$ cat src/rtl/sm3_pkg.sv
package sm3_pkg;

  localparam int unsigned WordW  = 32;
  localparam int unsigned NumIv  = 8;
  localparam int unsigned WinLen = 16;
  localparam int unsigned Rounds = 64;

  localparam logic [WordW-1:0] T_LOW  = 32'h79CC4519;
  localparam logic [WordW-1:0] T_HIGH = 32'h7A879D8A;
  localparam logic [7:0]       PAD_BYTE = 8'h80;

  localparam logic [WordW-1:0] STD_IV [NumIv] = '{
    32'h7380166F, 32'h4914B2B9, 32'h172442D7, 32'hDA8A0600,
    32'hA96F30BC, 32'h163138AA, 32'hE38DEE4D, 32'hB0FB0E4E
  };

  typedef enum logic [2:0] {
    ST_IDLE,
    ST_BYTE,
    ST_PAD0,
    ST_PAD1,
    ST_ROUND,
    ST_OUT,
    ST_ERR
  } sm3_state_t;

  typedef logic [WordW-1:0] word_t;

  function automatic word_t rotl(input word_t x, input logic [4:0] n);
    logic [2*WordW-1:0] dbl;
    dbl = {x, x} << n;
    return dbl[2*WordW-1 -: WordW];
  endfunction

  function automatic word_t p0(input word_t x);
    return x ^ rotl(x, 5'd9) ^ rotl(x, 5'd17);
  endfunction

  function automatic word_t p1(input word_t x);
    return x ^ rotl(x, 5'd15) ^ rotl(x, 5'd23);
  endfunction

  // round constant, rotated by round mod 32
  function automatic word_t t_rot(input logic [5:0] rnd);
    word_t tj;
    tj = (rnd < 6'd16) ? T_LOW : T_HIGH;
    return rotl(tj, rnd[4:0]);
  endfunction

endpackage

$ cat src/rtl/sm3_hash_engine.sv
// SM3 hash engine. Message bytes arrive as big-endian 32-bit words (first byte
// in bits 31:24) and are packed contiguously into 64-byte blocks; a short word
// may appear anywhere but normally only on the last word. The block takes one
// word, then places its bytes one per cycle except while a full block runs its
// rounds (valid_bytes above four counts as four); the next word waits. Each
// completed block runs 64 compression rounds on a single shared round datapath,
// one round per cycle, with the message expansion computed on the fly in a
// 16-word sliding window; the input stalls meanwhile. On the last word with
// padding selected, 0x80 and the bit length (mod 2^32, in the final four bytes)
// are appended in the PAD0 and PAD1 states, then one or two 64-round blocks run.
// The digest then leaves as eight words, one per accepted output cycle. Without
// padding, a length that is not a multiple of 64 bytes gives one error word.
// The cfg_ registers hold the starting chaining value (standard IV at reset)
// and are sampled when the first word of a message is taken.
module sm3_hash_engine (
  input  logic                       clk,
  input  logic                       rst_n,
  input  logic                       cfg_we,
  input  logic [2:0]                 cfg_index,
  input  logic [sm3_pkg::WordW-1:0]  cfg_data,
  input  logic                       in_valid,
  output logic                       in_stall,
  input  logic [sm3_pkg::WordW-1:0]  in_data_word,
  input  logic [2:0]                 in_valid_bytes,
  input  logic                       in_last_word,
  input  logic                       in_pad_message,
  output logic                       out_valid,
  input  logic                       out_stall,
  output logic [sm3_pkg::WordW-1:0]  out_digest_word,
  output logic [2:0]                 out_word_index,
  output logic                       out_last_of_digest,
  output logic                       out_length_error
);
  import sm3_pkg::*;

  sm3_state_t state_r, state_nxt;
  sm3_state_t ret_r, ret_nxt;

  word_t      iv_r    [NumIv];
  word_t      chain_r [NumIv], chain_nxt [NumIv];
  word_t      v_r     [8],     v_nxt     [8];
  word_t      win_r   [WinLen], win_nxt  [WinLen];

  logic [31:0] cnt_r, cnt_nxt;
  logic [5:0]  rnd_r, rnd_nxt;
  logic        pad_r, pad_nxt;
  logic        in_msg_r, in_msg_nxt;
  word_t       data_r, data_nxt;
  logic [2:0]  vb_r, vb_nxt;
  logic        last_r, last_nxt;
  logic [2:0]  sel_r, sel_nxt;
  logic [2:0]  oidx_r, oidx_nxt;

  logic        in_acc, out_acc;
  logic [31:0] cnt_inc;
  logic        blk_full;
  logic [5:0]  pos;
  word_t       data_sh;
  word_t       byte_lane;
  word_t       pad_lane;
  logic        more_bytes;

  // round datapath
  word_t ff, gg, a12, ss1, ss2, tt1, tt2, wj, wpj, w_new;

  assign in_acc   = in_valid && !in_stall;
  assign out_acc  = out_valid && !out_stall;
  assign cnt_inc  = cnt_r + 32'd1;
  assign blk_full = (cnt_inc[5:0] == 6'd0);
  assign pos      = cnt_r[5:0];
  assign data_sh  = data_r << {sel_r[1:0], 3'b000};
  assign byte_lane = {24'd0, data_sh[31:24]} << {~pos[1:0], 3'b000};
  assign pad_lane  = {24'd0, PAD_BYTE} << {~pos[1:0], 3'b000};
  assign more_bytes = (sel_r < vb_r);

  always_comb begin
    wj  = win_r[0];
    wpj = win_r[0] ^ win_r[4];
    if (rnd_r < 6'd16) begin
      ff = v_r[0] ^ v_r[1] ^ v_r[2];
      gg = v_r[4] ^ v_r[5] ^ v_r[6];
    end else begin
      ff = (v_r[0] & v_r[1]) | (v_r[0] & v_r[2]) | (v_r[1] & v_r[2]);
      gg = (v_r[4] & v_r[5]) | (~v_r[4] & v_r[6]);
    end
    a12   = rotl(v_r[0], 5'd12);
    ss1   = rotl(a12 + v_r[4] + t_rot(rnd_r), 5'd7);
    ss2   = ss1 ^ a12;
    tt1   = ff + v_r[3] + ss2 + wpj;
    tt2   = gg + v_r[7] + ss1 + wj;
    w_new = p1(win_r[0] ^ win_r[7] ^ rotl(win_r[13], 5'd15))
          ^ rotl(win_r[3], 5'd7) ^ win_r[10];
  end

  // next state
  always_comb begin
    state_nxt = state_r;
    case (state_r)
      ST_IDLE: begin
        if (in_acc) state_nxt = ST_BYTE;
      end
      ST_BYTE: begin
        if (more_bytes) begin
          if (blk_full) state_nxt = ST_ROUND;
        end else if (!last_r) begin
          state_nxt = ST_IDLE;
        end else if (pad_r) begin
          state_nxt = ST_PAD0;
        end else if (pos != 6'd0) begin
          state_nxt = ST_ERR;
        end else begin
          state_nxt = ST_OUT;
        end
      end
      ST_PAD0: begin
        state_nxt = (pos > 6'd55) ? ST_ROUND : ST_PAD1;
      end
      ST_PAD1: begin
        state_nxt = ST_ROUND;
      end
      ST_ROUND: begin
        if (rnd_r == 6'(Rounds - 1)) state_nxt = ret_r;
      end
      ST_OUT: begin
        if (out_acc && oidx_r == 3'd7) state_nxt = ST_IDLE;
      end
      ST_ERR: begin
        if (out_acc) state_nxt = ST_IDLE;
      end
      default: state_nxt = ST_IDLE;
    endcase
  end

  // datapath
  always_comb begin
    ret_nxt    = ret_r;
    chain_nxt  = chain_r;
    v_nxt      = v_r;
    win_nxt    = win_r;
    cnt_nxt    = cnt_r;
    rnd_nxt    = rnd_r;
    pad_nxt    = pad_r;
    in_msg_nxt = in_msg_r;
    data_nxt   = data_r;
    vb_nxt     = vb_r;
    last_nxt   = last_r;
    sel_nxt    = sel_r;
    oidx_nxt   = oidx_r;
    case (state_r)
      ST_IDLE: begin
        if (in_acc) begin
          data_nxt = in_data_word;
          vb_nxt   = (in_valid_bytes > 3'd4) ? 3'd4 : in_valid_bytes;
          last_nxt = in_last_word;
          sel_nxt  = 3'd0;
          if (!in_msg_r) begin
            in_msg_nxt = 1'b1;
            pad_nxt    = in_pad_message;
            cnt_nxt    = 32'd0;
            chain_nxt  = iv_r;
            for (int i = 0; i < WinLen; i++) win_nxt[i] = '0;
          end
        end
      end
      ST_BYTE: begin
        if (more_bytes) begin
          win_nxt[pos[5:2]] = win_r[pos[5:2]] | byte_lane;
          cnt_nxt = cnt_inc;
          sel_nxt = sel_r + 3'd1;
          if (blk_full) begin
            v_nxt   = chain_r;
            rnd_nxt = 6'd0;
            ret_nxt = ST_BYTE;
          end
        end else if (last_r) begin
          in_msg_nxt = 1'b0;
          oidx_nxt   = 3'd0;
          if (!pad_r) begin
            cnt_nxt = 32'd0;
            for (int i = 0; i < WinLen; i++) win_nxt[i] = '0;
          end
        end
      end
      ST_PAD0: begin
        win_nxt[pos[5:2]] = win_r[pos[5:2]] | pad_lane;
        if (pos > 6'd55) begin
          v_nxt   = chain_r;
          rnd_nxt = 6'd0;
          ret_nxt = ST_PAD1;
        end
      end
      ST_PAD1: begin
        win_nxt[WinLen-1] = {cnt_r[28:0], 3'b000};
        cnt_nxt  = 32'd0;
        v_nxt    = chain_r;
        rnd_nxt  = 6'd0;
        ret_nxt  = ST_OUT;
        oidx_nxt = 3'd0;
      end
      ST_ROUND: begin
        v_nxt[3] = v_r[2];
        v_nxt[2] = rotl(v_r[1], 5'd9);
        v_nxt[1] = v_r[0];
        v_nxt[0] = tt1;
        v_nxt[7] = v_r[6];
        v_nxt[6] = rotl(v_r[5], 5'd19);
        v_nxt[5] = v_r[4];
        v_nxt[4] = p0(tt2);
        for (int i = 0; i < WinLen - 1; i++) win_nxt[i] = win_r[i+1];
        win_nxt[WinLen-1] = w_new;
        rnd_nxt = rnd_r + 6'd1;
        if (rnd_r == 6'(Rounds - 1)) begin
          for (int i = 0; i < NumIv; i++) chain_nxt[i] = chain_r[i] ^ v_nxt[i];
          for (int i = 0; i < WinLen; i++) win_nxt[i] = '0;
        end
      end
      ST_OUT: begin
        if (out_acc) oidx_nxt = oidx_r + 3'd1;
      end
      ST_ERR: begin
      end
      default: begin
      end
    endcase
  end

  // handshake and result word
  always_comb begin
    in_stall           = (state_r != ST_IDLE);
    out_valid          = (state_r == ST_OUT) || (state_r == ST_ERR);
    out_length_error   = (state_r == ST_ERR);
    out_digest_word    = (state_r == ST_ERR) ? '0 : chain_r[oidx_r];
    out_word_index     = (state_r == ST_ERR) ? 3'd0 : oidx_r;
    out_last_of_digest = (state_r == ST_ERR) || (oidx_r == 3'd7);
  end

  always_ff @(posedge clk) begin
    if (!rst_n) begin
      state_r  <= ST_IDLE;
      ret_r    <= ST_IDLE;
      cnt_r    <= '0;
      rnd_r    <= '0;
      pad_r    <= 1'b0;
      in_msg_r <= 1'b0;
      sel_r    <= '0;
      oidx_r   <= '0;
      iv_r     <= STD_IV;
      chain_r  <= STD_IV;
    end else begin
      state_r  <= state_nxt;
      ret_r    <= ret_nxt;
      cnt_r    <= cnt_nxt;
      rnd_r    <= rnd_nxt;
      pad_r    <= pad_nxt;
      in_msg_r <= in_msg_nxt;
      sel_r    <= sel_nxt;
      oidx_r   <= oidx_nxt;
      chain_r  <= chain_nxt;
      if (cfg_we) iv_r[cfg_index] <= cfg_data;
    end
  end

  always_ff @(posedge clk) begin
    v_r    <= v_nxt;
    win_r  <= win_nxt;
    data_r <= data_nxt;
    vb_r   <= vb_nxt;
    last_r <= last_nxt;
  end

endmodule
$ cat config.mk
export PLATFORM = sky130hd
export DESIGN_NAME = sm3_hash_engine
export DESIGN_NICKNAME = d
export VERILOG_FILES = /design/src/rtl/sm3_pkg.sv /design/src/rtl/sm3_hash_engine.sv
export SDC_FILE = /design/constraint.sdc
export NUM_CORES = 2
export LEC_CHECK = 0
export ABC_CLOCK_PERIOD_IN_PS = 49100
export BUFFER_PORTS_ARGS = -buffer_cell sky130_fd_sc_hd__buf_4
export CAP_MARGIN = 20
export CORE_MARGIN = 8
export CORE_UTILIZATION = 25
export DETAILED_ROUTE_END_ITERATION = 7
export REMOVE_ABC_BUFFERS = 1
export SYNTH_ARGS = -nofsm -noshare
export SYNTH_HDL_FRONTEND = slang
export SYNTH_SLANG_ARGS = --single-unit
$ cat constraint.sdc
create_clock -name clk -period 49.1 [get_ports clk]
set_input_delay 4.91 -clock clk [delete_from_list [all_inputs] [get_ports clk]]
set_output_delay 4.91 -clock clk [all_outputs]
set_load 0.005 [all_outputs]
==> summary.txt <==
Run status
  – Status: finished clean

Setup path
  – Crit. End Element: register
  – CP required: 49,770 ps
  – CP arrival: 11,710 ps
  – Reg2reg setup slack: 38,060 ps
  – Crit path kind: register to register
  – Worst path max stage delay: around 700 ps
  – CP max FO: 60
  – Most used cell along the critical path: a21oi_1
  – Crit path launch type: register
  – Critical Path Slowest Stage Cell: xnor2_1

Clock network
  – CTS tree: built
  – CTS max path bufs: 4
  – TritonCTS Buffers: 151
  – CTS Sinks: 1,365
  – Worst-path clk slew: 80 ps
  – CTS resizes: 0
  – CTS H-tree depth: 4
  – Hold Buf Count CTS: 0
  – Setup Buffers After CTS: 0
  – Clk root buf: clkbuf_16
  – Clk Latency, worst-skew pair: 850 ps

Placed design
  – Placed Cells: 12,226
  – GP Congestion: 0.981
  – Pre-CTS setup slack: 38,290 ps
  – Hpwl dp: 213 mm
  – IO buf count: about 120

Die
  – DIE HEIGHT: 582 microns
  – Die footprint: 338,000 sq um
  – Site Rows: ~210
  – I/O pin count: 116
  – Starting density of the core: between 20% and 30%
  – Die Span X: between 500 and 600 microns
  – Core Area: 318,000 sq um

Final layout
  – Post-route insts no fill: 12,504
  – Layout cells sized above 1: 9.88%
  – Final #Nets: roughly 8,600
  – Final core occ: ~28%
  – Most common cell after layout, fill and taps aside: nand2_1
  – Commonest cells after routing, fill and taps aside: 1,617 x nand2_1, 892 x o21ai_0, 804 x edfxtp_1
  – Area grow syn2layout: 12.6%

Synthesis
  – Yosys top cell area share: 30.2%
  – Post-Syn Instances: 8,466
  – Flop and latch count out of synthesis: 1,365
  – Post-Syn Area: 80,000 sq um
  – Synth area leader: edfxtp_1
  – Asr flop ratio synth: 0%
  – Yosys warning total: 0
  – Synth area leaders: edfxtp_1 30%, dfxtp_1 14%, nand2_1 7.7%
  – Post-synth EDFFs: between 800 and 900
  – Register area share after synthesis: between 40% and 50%
  – Top FF cell, synth: edfxtp_1
  – Unique masters post-synth: 87
  – Mean post-synth cell area: 9.45 sq um

Timing
  – Min Tclk post-route: 11,040 ps
  – F_max: 90.6 MHz
  – Max Slew Vio Count: 0
  – Tcrit/Tclk final: 22.5%
  – Clock skew: roughly 69 ps
  – Worst-Margin Slew: 1230 ps
  – Worst slew margin: 17.6%
  – Setup tns final: 0 ps
  – Worst Slack Setup Final: 38,060 ps
  – Final setup vio count: 0
  – RSZ-0062 raised after global routing: false
  – Hold Vio Cnt, Final: 0

GRT
  – First-pass GRT wire length: 453 mm
  – Vias in the first global route: 61,674
  – Pin count of the biggest net entering global routing: 215
  – Antenna violations before repair: 18
  – Tot GR Track Use: 17.8%
  – Total gr overflow: 0

Hold path
  – Worst hold path class: register to register

Job
  – MaxCap Viol Count: 0

Routing
  – DR WL/cell: ~25 microns
  – DR vias/cell: about 5.5
  – Antenna-violating nets left: 0
  – Pre-Repair DR Iteration Count: 7
  – 1st-iter DRT viols: ~9,700
  – Vias: 68,190
  – Post-Route WL: 319 mm
  – DRC violations left: 0
-- logic make-up (layout without fill, tap and decap cells) --
logic type / after synthesis / count (layout) / share of synthesized area [%]
other: 0 / 2 / 0
AND/OR/NAND/NOR: 2739 / 2739 / 13.9
AO/OA/AOI/OAI: 2420 / 2420 / 18.6
adder cells (fa/ha/maj): 298 / 298 / 6.42
XOR/XNOR: 442 / 442 / 4.97
multiplexers: 318 / 318 / 7.63
buffers and inverters: 884 / 740 / 4.22
flip-flops: 1365 / 1365 / 44.2
-- flip-flops by register name, indices dropped and copies added, names as in the netlist --
name / count
chain_r: 256
pad_r: 1
wj: 32
oidx_r: 3
v_r: 224
data_r: 32
vb_r: 3
win_r: 480
cnt_r: 29
last_r: 1
state_r: 3
in_msg_r: 1
rnd_r: 6
sel_r: 3
a12: 32
ret_r: 3
iv_r: 256
-- critical path: cells and delay by family, from the launching register on --
family | cells | cell delay [ps]
adder cells (fa/ha/maj) | 7 | 2800
multiplexers | 2 | 360
flip-flops | 1 | 320
buffers and inverters | 6 | 1660
AO/OA/AOI/OAI | 20 | 4210
XOR/XNOR | 3 | 1140
AND/OR/NAND/NOR | 2 | 260
-- cell usage after synthesis (all sizes together) (14+ instances only) --
cell,number
a31oi,151
dfxtp,561
nor2b,50
xor2,109
nand2,1640
nor2,648
o31ai,14
o21a,17
fa,188
edfxtp,804
mux2,15
inv,228
clkbuf,587
a32oi,60
o21ai,913
a21oi,403
nand3,196
a21o,58
nand4,22
o22ai,111
mux4,232
a222oi,25
nand2b,33
a211oi,34
ha,108
xnor2,327
nor4,14
buf,66
and3,21
mux2i,71
nor3,64
a22oi,542
-- routing by layer --
layer / share of wire [%] / global-route usage [%] / up-vias / routed length [microns]
met1: 41 / 24.6 / 33780 / 132000
met4: 3.6 / 5.62 / 16 / 11400
met3: 11 / 4.30 / 562 / 34600
met5: 0.086 / 0.420 / - / 274
li1: - / - / 30029 / -
met2: 44 / 27.4 / 3803 / 141000
-- layout make-up --
cell class	instances	area (sq um)
inverters	231	880
well taps	4180	5230
repair buffers	241	1950
clock inverters	54	708
flip-flops and latches	1365	35400
fillers	33190	228000
diodes	2	5.00
multi-input cells	6217	41600
clock buffers	214	4300
-- final timing paths --
path | from | end | cells past startpoint
worst max-delay path | rnd_r[4]$_SDFFE_PN0P_ | chain_r[125]$_SDFFE_PN1P_ | 40
worst min register to register | ret_r[0]$_SDFFE_PN0P_ | ret_r[0]$_SDFFE_PN0P_ | 2
worst max register to register | rnd_r[4]$_SDFFE_PN0P_ | chain_r[125]$_SDFFE_PN1P_ | 40
worst min-delay path | ret_r[0]$_SDFFE_PN0P_ | ret_r[0]$_SDFFE_PN0P_ | 2
-- stage by stage --
stage	hold WS (ps)	instance area, sq um
after floorplan	426	77500
after global placement	437	84900
after detailed placement	441	85000
after CTS	450	90000
after global routing	463	90100
final	447	90100
Power is left out: the tool's default activity adds up to more than one toggle a clock period on the data nets, which glitch-free logic cannot reach.
